--- src/rtl/core/hsvrgb_pkg.sv ---
// ----------------------------------------------------------------------------
// hsvrgb_pkg: shared types and constants for the hsv to rgb converter
// Holds the hue sextant codes, the arithmetic constants, the decode struct and div255.
// ----------------------------------------------------------------------------
package hsvrgb_pkg;

	// fixed field widths
	localparam int HUE_W   = 9;
	localparam int CHAN_W  = 8;
	localparam int FRAC_W  = 6;
	localparam int SEXT_W  = 3;
	localparam int PROD_W  = 2 * CHAN_W;
	localparam int RAMP_W  = CHAN_W + FRAC_W;

	// arithmetic constants
	localparam logic [HUE_W-1:0]  SEXTANT_DEG = 9'd60;
	localparam logic [HUE_W-1:0]  HUE_LIMIT   = 9'd359;
	localparam logic [CHAN_W-1:0] FULL_SCALE  = 8'd255;

	// floor(x / 60) = (x * DIV60_RECIP) >> DIV60_SHIFT, exact for x below 2^14
	localparam int                DIV60_SHIFT = 20;
	localparam logic [14:0]       DIV60_RECIP = 15'd17477;
	localparam int                DIV60_PW    = RAMP_W + 15;

	// sextant codes
	localparam logic [SEXT_W-1:0] SEXT_0 = 3'd0;
	localparam logic [SEXT_W-1:0] SEXT_1 = 3'd1;
	localparam logic [SEXT_W-1:0] SEXT_2 = 3'd2;
	localparam logic [SEXT_W-1:0] SEXT_3 = 3'd3;
	localparam logic [SEXT_W-1:0] SEXT_4 = 3'd4;
	localparam logic [SEXT_W-1:0] SEXT_5 = 3'd5;

	// configuration register index
	localparam logic REG_BRIGHTNESS = 1'b0;

	// hue decode result
	typedef struct packed {
		logic              out_of_range;
		logic [SEXT_W-1:0] sextant;
		logic [FRAC_W-1:0] frac;
	} hue_dec_t;

	// floor(x / 255) for a 16-bit product, exact for x up to 65279 (any product of two 8-bit values)
	function automatic logic [CHAN_W-1:0] div255(input logic [PROD_W-1:0] x);
		logic [PROD_W:0] sum;
		sum = {1'b0, x} + {9'd0, x[PROD_W-1:CHAN_W]} + 17'd1;
		return sum[PROD_W-1:CHAN_W];
	endfunction

endpackage

--- src/rtl/core/hsv_to_rgb_dimmed.sv ---
// ----------------------------------------------------------------------------
// hsv_to_rgb_dimmed: integer hsv to rgb conversion with brightness scaling
// Five-stage pipeline: decode and bottom level, ramp products, divide by 60,
// channel select and brightness product, divide by 255.
// ----------------------------------------------------------------------------
// pipeline: each transfer passes five register stages, s1 to s5, to reach the outputs
// throughput: one transfer per cycle while out_stall is low, every stage advances
// unless held; a stage holds only while the stage after it is full and stalled
// reset: arst_n clears all stage valid bits and sets brightness_q to 255
// ----------------------------------------------------------------------------
module hsv_to_rgb_dimmed (
	input  logic        clk,
	input  logic        arst_n,
	// input channel
	input  logic        in_valid,
	output logic        in_stall,
	input  logic [8:0]  hue,
	input  logic [7:0]  saturation,
	input  logic [7:0]  level,
	// output channel
	output logic        out_valid,
	input  logic        out_stall,
	output logic [7:0]  red,
	output logic [7:0]  green,
	output logic [7:0]  blue,
	output logic        hue_out_of_range,
	// configuration port
	input  logic        psel,
	input  logic        penable,
	input  logic        pwrite,
	input  logic [2:0]  paddr,
	input  logic [31:0] pwdata,
	output logic [31:0] prdata,
	output logic        pready
);

	localparam int CW = hsvrgb_pkg::CHAN_W;
	localparam int FW = hsvrgb_pkg::FRAC_W;
	localparam int SW = hsvrgb_pkg::SEXT_W;
	localparam int PW = hsvrgb_pkg::PROD_W;
	localparam int RW = hsvrgb_pkg::RAMP_W;
	localparam int DW = hsvrgb_pkg::DIV60_PW;
	localparam int DS = hsvrgb_pkg::DIV60_SHIFT;

	// configuration register
	logic [CW-1:0] brightness_q;
	logic          cfg_wr;

	assign pready = 1'b1;
	assign cfg_wr = psel && penable && pwrite && pready
		&& (paddr[2] == hsvrgb_pkg::REG_BRIGHTNESS);

	always_ff @(posedge clk or negedge arst_n) begin
		if (!arst_n) begin
			brightness_q <= hsvrgb_pkg::FULL_SCALE;
		end else if (cfg_wr) begin
			brightness_q <= pwdata[CW-1:0];
		end
	end

	always_comb begin
		prdata = '0;
		if (paddr[2] == hsvrgb_pkg::REG_BRIGHTNESS) begin
			prdata[CW-1:0] = brightness_q;
		end
	end

	// stage handshake: a stage loads when it is empty or its successor moves
	logic valid_s1, valid_s2, valid_s3, valid_s4, valid_s5;
	logic ready_s1, ready_s2, ready_s3, ready_s4, ready_s5;

	assign ready_s5 = !valid_s5 || !out_stall;
	assign ready_s4 = !valid_s4 || ready_s5;
	assign ready_s3 = !valid_s3 || ready_s4;
	assign ready_s2 = !valid_s2 || ready_s3;
	assign ready_s1 = !valid_s1 || ready_s2;
	assign in_stall = !ready_s1;

	always_ff @(posedge clk or negedge arst_n) begin
		if (!arst_n) begin
			valid_s1 <= 1'b0;
			valid_s2 <= 1'b0;
			valid_s3 <= 1'b0;
			valid_s4 <= 1'b0;
			valid_s5 <= 1'b0;
		end else begin
			if (ready_s1) valid_s1 <= in_valid;
			if (ready_s2) valid_s2 <= valid_s1;
			if (ready_s3) valid_s3 <= valid_s2;
			if (ready_s4) valid_s4 <= valid_s3;
			if (ready_s5) valid_s5 <= valid_s4;
		end
	end

	// stage 1: hue decode and bottom level
	hsvrgb_pkg::hue_dec_t hue_dec;
	logic [PW-1:0]        bottom_prod;

	hsvrgb_hue_decode u_hue_decode (
		.hue (hue),
		.dec (hue_dec)
	);

	assign bottom_prod = PW'(hsvrgb_pkg::FULL_SCALE - saturation) * PW'(level);

	hsvrgb_pkg::hue_dec_t dec_s1;
	logic [CW-1:0]        bottom_s1, top_s1;

	always_ff @(posedge clk) begin
		if (ready_s1 && in_valid) begin
			dec_s1    <= hue_dec;
			bottom_s1 <= bottom_prod[PW-1:CW];
			top_s1    <= level;
		end
	end

	// stage 2: ramp numerators
	logic [CW-1:0] span;
	logic [FW-1:0] fall_frac;

	assign span      = top_s1 - bottom_s1;
	assign fall_frac = hsvrgb_pkg::SEXTANT_DEG[FW-1:0] - dec_s1.frac;

	logic [RW-1:0] rise_num_s2, fall_num_s2;
	logic [CW-1:0] bottom_s2, top_s2;
	logic [SW-1:0] sext_s2;
	logic          oor_s2;

	always_ff @(posedge clk) begin
		if (ready_s2 && valid_s1) begin
			rise_num_s2 <= RW'(span) * RW'(dec_s1.frac);
			fall_num_s2 <= RW'(span) * RW'(fall_frac);
			bottom_s2   <= bottom_s1;
			top_s2      <= top_s1;
			sext_s2     <= dec_s1.sextant;
			oor_s2      <= dec_s1.out_of_range;
		end
	end

	// stage 3: divide by 60 through the reciprocal, add bottom
	logic [DW-1:0] rise_div, fall_div;

	assign rise_div = DW'(rise_num_s2) * DW'(hsvrgb_pkg::DIV60_RECIP);
	assign fall_div = DW'(fall_num_s2) * DW'(hsvrgb_pkg::DIV60_RECIP);

	logic [CW-1:0] rise_s3, fall_s3, bottom_s3, top_s3;
	logic [SW-1:0] sext_s3;
	logic          oor_s3;

	always_ff @(posedge clk) begin
		if (ready_s3 && valid_s2) begin
			rise_s3   <= rise_div[DS+CW-1:DS] + bottom_s2;
			fall_s3   <= fall_div[DS+CW-1:DS] + bottom_s2;
			bottom_s3 <= bottom_s2;
			top_s3    <= top_s2;
			sext_s3   <= sext_s2;
			oor_s3    <= oor_s2;
		end
	end

	// stage 4: pick channel levels per sextant, scale by brightness
	logic [CW-1:0] r_lvl, g_lvl, b_lvl;

	always_comb begin
		case (sext_s3)
			hsvrgb_pkg::SEXT_0: begin
				r_lvl = top_s3;    g_lvl = rise_s3;   b_lvl = bottom_s3;
			end
			hsvrgb_pkg::SEXT_1: begin
				r_lvl = fall_s3;   g_lvl = top_s3;    b_lvl = bottom_s3;
			end
			hsvrgb_pkg::SEXT_2: begin
				r_lvl = bottom_s3; g_lvl = top_s3;    b_lvl = rise_s3;
			end
			hsvrgb_pkg::SEXT_3: begin
				r_lvl = bottom_s3; g_lvl = fall_s3;   b_lvl = top_s3;
			end
			hsvrgb_pkg::SEXT_4: begin
				r_lvl = rise_s3;   g_lvl = bottom_s3; b_lvl = top_s3;
			end
			default: begin
				r_lvl = top_s3;    g_lvl = bottom_s3; b_lvl = fall_s3;
			end
		endcase
	end

	logic [PW-1:0] r_prod_s4, g_prod_s4, b_prod_s4;
	logic          oor_s4;

	always_ff @(posedge clk) begin
		if (ready_s4 && valid_s3) begin
			r_prod_s4 <= PW'(r_lvl) * PW'(brightness_q);
			g_prod_s4 <= PW'(g_lvl) * PW'(brightness_q);
			b_prod_s4 <= PW'(b_lvl) * PW'(brightness_q);
			oor_s4    <= oor_s3;
		end
	end

	// stage 5: divide by 255, blank colors for an invalid hue
	logic [CW-1:0] red_s5, green_s5, blue_s5;
	logic          oor_s5;

	always_ff @(posedge clk) begin
		if (ready_s5 && valid_s4) begin
			red_s5   <= oor_s4 ? '0 : hsvrgb_pkg::div255(r_prod_s4);
			green_s5 <= oor_s4 ? '0 : hsvrgb_pkg::div255(g_prod_s4);
			blue_s5  <= oor_s4 ? '0 : hsvrgb_pkg::div255(b_prod_s4);
			oor_s5   <= oor_s4;
		end
	end

	assign out_valid        = valid_s5;
	assign red              = red_s5;
	assign green            = green_s5;
	assign blue             = blue_s5;
	assign hue_out_of_range = oor_s5;

	// an invalid hue always leaves with black
	a_oor_black: assert property (@(posedge clk) disable iff (!arst_n)
		out_valid && hue_out_of_range |-> red == '0 && green == '0 && blue == '0)
		else $error("out of range hue produced a color");

	// back pressure on the input only when every stage of the pipeline is occupied
	a_stall_full: assert property (@(posedge clk) disable iff (!arst_n)
		in_stall |-> valid_s1 && valid_s2 && valid_s3 && valid_s4 && valid_s5)
		else $error("input stalled with a bubble in the pipeline");

	// a held first stage keeps its item
	a_s1_hold: assert property (@(posedge clk) disable iff (!arst_n)
		valid_s1 && !ready_s2 |=> valid_s1 && $stable(dec_s1) && $stable(top_s1))
		else $error("first stage lost its item while held");

endmodule

--- src/rtl/core/hsvrgb_hue_decode.sv ---
// ----------------------------------------------------------------------------
// hsvrgb_hue_decode: hue angle to sextant and remainder
// Splits a hue below 360 degrees into hue / 60 and hue % 60 by a compare
// chain and flags angles above 359.
// ----------------------------------------------------------------------------
module hsvrgb_hue_decode (
	input  logic [hsvrgb_pkg::HUE_W-1:0] hue,
	output hsvrgb_pkg::hue_dec_t         dec
);

	logic [hsvrgb_pkg::HUE_W-1:0]  base;
	logic [hsvrgb_pkg::HUE_W-1:0]  rem;
	logic [hsvrgb_pkg::SEXT_W-1:0] sext;

	// compare against the sextant boundaries
	always_comb begin
		sext = hsvrgb_pkg::SEXT_0;
		base = '0;
		if (hue >= 9'd60) begin
			sext = hsvrgb_pkg::SEXT_1;
			base = 9'd60;
		end
		if (hue >= 9'd120) begin
			sext = hsvrgb_pkg::SEXT_2;
			base = 9'd120;
		end
		if (hue >= 9'd180) begin
			sext = hsvrgb_pkg::SEXT_3;
			base = 9'd180;
		end
		if (hue >= 9'd240) begin
			sext = hsvrgb_pkg::SEXT_4;
			base = 9'd240;
		end
		if (hue >= 9'd300) begin
			sext = hsvrgb_pkg::SEXT_5;
			base = 9'd300;
		end
	end

	// remainder within the sextant, below 60 for valid angles
	assign rem = hue - base;

	assign dec.out_of_range = (hue > hsvrgb_pkg::HUE_LIMIT);
	assign dec.sextant      = sext;
	assign dec.frac         = rem[hsvrgb_pkg::FRAC_W-1:0];

endmodule
--- config.mk ---
export PLATFORM = sky130hd
export DESIGN_NAME = hsv_to_rgb_dimmed
export DESIGN_NICKNAME = d
export VERILOG_FILES = /design/src/rtl/core/hsvrgb_pkg.sv /design/src/rtl/core/hsv_to_rgb_dimmed.sv /design/src/rtl/core/hsvrgb_hue_decode.sv
export SDC_FILE = /design/constraint.sdc
export NUM_CORES = 1
export LEC_CHECK = 0
export ABC_CLOCK_PERIOD_IN_PS = 9830
export BUFFER_PORTS_ARGS = -buffer_cell sky130_fd_sc_hd__buf_2
export CAP_MARGIN = 20
export CORE_AREA = 2 2 202 204
export CTS_CLUSTER_SIZE = 8
export DETAILED_ROUTE_END_ITERATION = 8
export DIE_AREA = 0 0 204 206
export GPL_TIMING_DRIVEN = 0
export HOLD_SLACK_MARGIN = 0.06
export PLACE_DENSITY = 0.76
export SLEW_MARGIN = 20
export SYNTH_ARGS = -nofsm -noshare
export SYNTH_HDL_FRONTEND = slang
export SYNTH_SLANG_ARGS = --single-unit
--- constraint.sdc ---
create_clock -name clk -period 9.83 [get_ports clk]
set_input_delay 1.966 -clock clk [delete_from_list [all_inputs] [get_ports clk]]
set_output_delay 1.966 -clock clk [all_outputs]
set_load 0.01 [all_outputs]
# After elaboration in Yosys (flattened, before gate mapping)

Cells that the tools add are included.

Word-level logic and storage cells: 102
Bits in registers: 197
Output and inout bits: 60
Bits of input ports: 67

Muxes and demuxes: 13
Order comparisons: 6
Reductions and logical operators: 26
Bitwise logic cells: 1
Multiply operators: 8
Eq/ne operators: 4
Add/subtract/negate cells: 12

Operators with widths:

| operator                                                           | number |
|---|---|
| one-hot mux 8 bit (3 select lines)                                 | 3 |
| multiplier 14 x 15 -> 28 bit (second input constant)               | 2 |
| adder 16 x 1 -> 16 bit (second input constant)                     | 3 |
| adder 16 x 8 -> 16 bit                                             | 3 |
| multiplier 8 x 8 -> 16 bit                                         | 3 |
| two-way mux 6 bit                                                  | 5 |
| multiplier 8 x 6 -> 14 bit                                         | 2 |
| greater-or-equal comparator 9 x 8 -> 1 bit (second input constant) | 2 |
| adder 8 bit                                                        | 2 |
| multiplier 9 x 9 -> 16 bit                                         | 1 |
| OR reduction 2 bit                                                 | 5 |
| greater-or-equal comparator 9 x 6 -> 1 bit (second input constant) | 1 |
| greater-or-equal comparator 9 x 7 -> 1 bit (second input constant) | 1 |
| greater-or-equal comparator 9 bit (second input constant)          | 1 |
| greater-than comparator 9 bit (second input constant)              | 1 |
| subtractor 8 x 8 -> 9 bit (first input constant)                   | 1 |
| logical AND 1 bit                                                  | 8 |
| two-way mux 8 bit                                                  | 1 |
| subtractor 8 bit                                                   | 1 |
| zero test 1 bit                                                    | 7 |
| == test 3 x 2 -> 1 bit (second input constant)                     | 2 |
| subtractor 6 bit                                                   | 1 |
| subtractor 6 bit (first input constant)                            | 1 |
| logical OR 1 bit                                                   | 5 |
| other kinds (6)                                                    | 8 |

# Depth between registers and ports, before layout

Depth in word-level cells: 7
Gate-level depth with buffers: 24
Depth with buffers taken out: 24

# Cells and area by module

Synthesis repeated with hierarchy kept, for this count alone.

Cells, all modules: 2,288
Area total of the unflattened synthesis: 23,640.2 um^2

Modules (own cells, without submodules):

| module            | area an instance (um^2) | cells an instance | sequential area each (um^2) | instances |
|---|---|---|---|---|
| hsv_to_rgb_dimmed | 23,356.2                | 2,251             | 5,830.6                     | 1 |
| hsvrgb_hue_decode | 284.0                   | 37                | 0.0                         | 1 |

# Worst setup path after synthesis

OpenSTA, ideal clock, no wires.

Path type: input to register
From: input port saturation[7]
To: register bottom_s1[7], data pin
Setup time: 260 ps
Data arrival time: 5,592 ps
Setup slack: 3,979 ps
Stages: 15
Required time: 9,570 ps
Path buffers: 0
Path through: nand2b_1 -> fa_1 -> inv_1 -> fa_1 -> inv_1 -> fa_1 -> fa_1 -> inv_1 -> ha_1 -> a2111oi_0 -> nor3_1 -> nor3_1 -> o31ai_1 -> a21oi_1 -> xnor2_1

Longest elaborated chain between the ends: 2

Ends and longest elaborated chain:

| item                       | RTL line                 | source |
|---|---|---|
| start: declaration         | hsv_to_rgb_dimmed.sv:18  | `input logic [7:0] saturation,` |
| subtractor 8 x 8 -> 9 bit  | hsv_to_rgb_dimmed.sv:104 | `assign bottom_prod = PW'(hsvrgb_pkg::FULL_SCALE - saturation) * PW'(level);` |
| multiplier 9 x 9 -> 16 bit | hsv_to_rgb_dimmed.sv:104 |  |
| net bottom_prod[15]        | hsv_to_rgb_dimmed.sv:97  | `logic [PW-1:0] bottom_prod;` |
| end signal: assignment     | hsv_to_rgb_dimmed.sv:112 | `bottom_s1 <= bottom_prod[PW-1:CW];` |
| end: declaration           | hsv_to_rgb_dimmed.sv:107 | `logic [CW-1:0] bottom_s1, top_s1;` |

The timed path passes the listed nets, and every way through them passes these cells.
A chain may end at the register's enable or synchronous reset.

# Worst setup path after layout

From: register sext_s3[0]
To: register b_prod_s4[15], data pin

Longest elaborated chain between the ends: 4
Elaborated cells between the ends (all ways): 9
Those cells by class: mul: 1; eq/ne: 4; mux: 1; reduce/logical: 3

Ends and longest elaborated chain:

| item                                   | RTL line                 | source |
|---|---|---|
| start: declaration                     | hsv_to_rgb_dimmed.sv:147 | `logic [SW-1:0] sext_s3;` |
| start signal: assignment               | hsv_to_rgb_dimmed.sv:156 | `sext_s3 <= sext_s2;` |
| == test 3 bit (tied with other cells)  | hsv_to_rgb_dimmed.sv:165 | `case (sext_s3)` |
| OR reduction 2 bit (no line)           | --                       |  |
| one-hot mux 8 bit (3 select lines) (*) | hsv_to_rgb_dimmed.sv:165 |  |
| multiplier 8 x 8 -> 16 bit (*)         | hsv_to_rgb_dimmed.sv:194 | `b_prod_s4 <= PW'(b_lvl) * PW'(brightness_q);` |
| end signal: assignment                 | hsv_to_rgb_dimmed.sv:194 |  |
| end: declaration                       | hsv_to_rgb_dimmed.sv:187 | `logic [PW-1:0] r_prod_s4, g_prod_s4, b_prod_s4;` |

Every way passes the cells marked *; elsewhere a longest branch is shown, timed or not.

==> summary.txt <==
Antenna violations before repair -> 0
Clock latency on the worst-skew pair -> 0.47 ns
Routed via count -> 16900
Fillers -> 3220
Clock buffer depth -> 2
Top Usage Layer GRT -> met2
Final setup vio count -> 0
Critical Path RT -> 10.04 ns
Min cycle time layout -> 6.60 ns
Setup TNS -> 0 ns
Capture point of the worst reg-to-reg path -> b_prod_s4[15]$_DFFE_PP_
Post-synth top flop -> edfxtp_1
Final Non-Filler Cells -> 3079
Root Driver -> clkbuf_16
CTS tree -> built
Clk_skew -> 0.0134 ns
Seq/Total Area, Yosys -> 24.2%
Total GRT Usage -> 24.8%
Routed Antenna Nets -> 0
Pre-antenna DRT Iters -> 5
Number of distinct library cells after synthesis -> 69
Period utilisation layout -> 67.1%
Drt drc -> 0
Vias/cell -> 5.50
Synthesized area -> 0.0241 sq mm
CTS Hold Buffers Added -> 0
Diodes inserted -> 0
Largest net degree at the start of global routing -> 36
Hold Fails Final Rpt -> 0
Synthesis Warnings -> 0
Crit start category -> register
GPL Wtd Cong -> 0.876
Arr. time, crit path -> 6.81 ns
Io pins -> 127
#FFs+latches synth -> 196
Worst slew margin -> 23.8%
Syn_area_per_cell -> 9.99 sq um
Fmax -> 152 MHz
Largest area contributor in the netlist -> edfxtp_1
Place WS -> 3.34 ns
Number of global-route vias before repair -> 17400
Clock sinks -> 196
Placed cells -> 3047
Final HPWL DP -> 41200 um
R2r setup slk -> 3.23 ns
Share of layout cells above drive strength 1 -> 6.75%
Die height -> 206 um
Hold path cells -> 0
Setup crit start -> sext_s3[0]$_DFFE_PP_
Number of setup buffers added after CTS -> 0
Area of the die -> 0.0420 sq mm
R2R cell count -> 22
Met3 usage -> 3.34%
Fin. max-slew vios -> 0
First-pass GRT wire length -> 83500 um
Core Box Area -> 0.0402 sq mm
Post-CTS Resized -> 0
Nets -> 3239
Crit Path Category -> reg2reg
Avg WL per Cell -> 16.2 um
Worst r2r src -> sext_s3[0]$_DFFE_PP_
CP Capture Type -> register
Final Routed Wirelength -> 49800 um
Synth Instances -> 2415
1st-iter DRT viols -> 794
Critical path peak fanout -> 10
Number of synthesized flops with an enable pin -> 183
Cell Rows -> 74
IO buf count -> 73
Min-delay src -> top_s2[4]$_DFFE_PP_
Outcome -> complete, no violations
Worst min path class -> reg2reg
Total gr overflow -> 0
H-tree Lvls -> 4
Die X-Extent -> 204 um
Area grow syn2layout -> 7.57%
Hold Crit Endpoint -> top_s3[4]$_DFFE_PP_
Register clock-pin slew on the reported worst setup and hold paths -> 0.08 ns
Top post-synthesis cells by area -> edfxtp_1, ha_1, fa_1
Top cell type's share of synthesized area -> 22.8%
RSZ-0062 raised after global routing -> no
Fraction of registers with async set/reset -> 6.63%
Total CTS buffers -> 17
Max Cap Violations -> 0
Met2 GRT Util -> 46.1%
Met1 GRT Util -> 29.2%
Starting Density -> 60.0%
Setup ws final -> 3.23 ns
Worst-Margin Slew -> 1.14 ns
Yosys cell counts (10+ instances only):
cell and n:
mux2_2 12, nand4_1 12, xnor2_1 76, and2_1 102, nor3_1 28, and3_1 13, edfxtp_1 183, ha_1 400
mux2i_1 20, a211oi_1 10, nor2b_1 109, a21o_1 18, fa_1 238, nand3_1 24, o21a_1 26, inv_1 390
nand2_1 204, clkbuf_1 46, xor2_1 39, a21oi_1 83, nand2b_1 43, o21ai_0 44, buf_4 25, nor2_1 116
cell usage in the layout (no fill, tap or decap), drive strengths merged, types with 63 or more instances in the layout:
master / instances
and2: 102
ha: 400
nand2: 204
a21oi: 83
nor2b: 109
nor2: 116
buf: 109
clkbuf: 63
fa: 238
inv: 400
edfxtp: 183
xnor2: 76
stage by stage:
stage	util [%]	instance area, sq um	hold slack [ns]
2_1_floorplan	-	24200	0.400
5_1_grt	64.6	25900	0.431
4_1_cts	64.6	25900	0.417
6_report	64.6	25900	0.420
3_5_place_dp	63.1	25300	0.405
3_3_place_gp	62.8	25200	0.403
sequential cells by signal, indices dropped and copies added (netlist names), 10 cells and up:
signal       cells
rise_num_s2     14
dec_s1          10
b_prod_s4       16
g_prod_s4       16
r_prod_s4       16
fall_num_s2     13
critical path, cell delays in order, from the launching register on:
cell      delay (ns)
edfxtp_1        0.34
clkbuf_1        0.42
or2_2           0.20
clkbuf_1        0.20
clkbuf_1        0.39
nand2_1         0.10
a31oi_1         0.86
nand2_1         0.19
fa_1            0.45
fa_1            0.49
inv_1           0.04
ha_1            0.26
inv_1           0.04
fa_1            0.47
inv_1           0.04
ha_1            0.32
nor2b_1         0.14
o21ai_1         0.16
a21boi_1        0.14
o41a_1          0.36
a41o_1          0.27
o41ai_1         0.31
xnor2_1         0.12
cell type report:
type | instances | area (sq um) | share of cell area [%]
tap | 532 | 666 | 2.57
inverter | 390 | 1460 | 5.64
sequential | 196 | 5830 | 22.5
buffer | 78 | 388 | 1.50
clock buffer | 17 | 425 | 1.64
clock inverter | 15 | 174 | 0.670
timing repair buffer | 77 | 453 | 1.75
multi-input combinational | 1774 | 16500 | 63.8
how the worst max path moves through the flow:
stage | end | slack [ns] | depth (start not counted)
finish | b_prod_s4[15]$_DFFE_PP_ | 3.23 | 22
floorplan | bottom_s1[7]$_DFFE_PP_ | 3.98 | 15
global route | b_prod_s4[15]$_DFFE_PP_ | 2.88 | 21
CTS | b_prod_s4[15]$_DFFE_PP_ | 3.30 | 21
global placement | bottom_s1[7]$_DFFE_PP_ | 3.41 | 16
detailed placement | b_prod_s4[15]$_DFFE_PP_ | 3.34 | 21
kinds of logic (layout without fill, tap and decap cells):
family / count (synthesis) / after routing / share of synthesized area [%]
AND/OR/NAND/NOR: 691 / 691 / 14.6
adder cells (fa/ha/maj): 638 / 638 / 40.5
buffers and inverters: 468 / 577 / 7.68
AO/OA/AOI/OAI: 273 / 273 / 7.49
flip-flops: 196 / 196 / 24.2
XOR/XNOR: 115 / 115 / 4.18
multiplexers: 32 / 32 / 1.39
other: 2 / 25 / 0.0311
routing by layer:
metal | part of all wire (%) | routed length [um] | vias to the layer above
li1 | - | - | 8202
met1 | 41 | 20400 | 8364
met2 | 53 | 26500 | 283
met3 | 2.7 | 1370 | 95
met4 | 3.1 | 1530 | 0
met5 | 0 | 0 | -
Power is not shown: default switching activity piles up to over one toggle a cycle in this logic, so the estimate is an artifact.
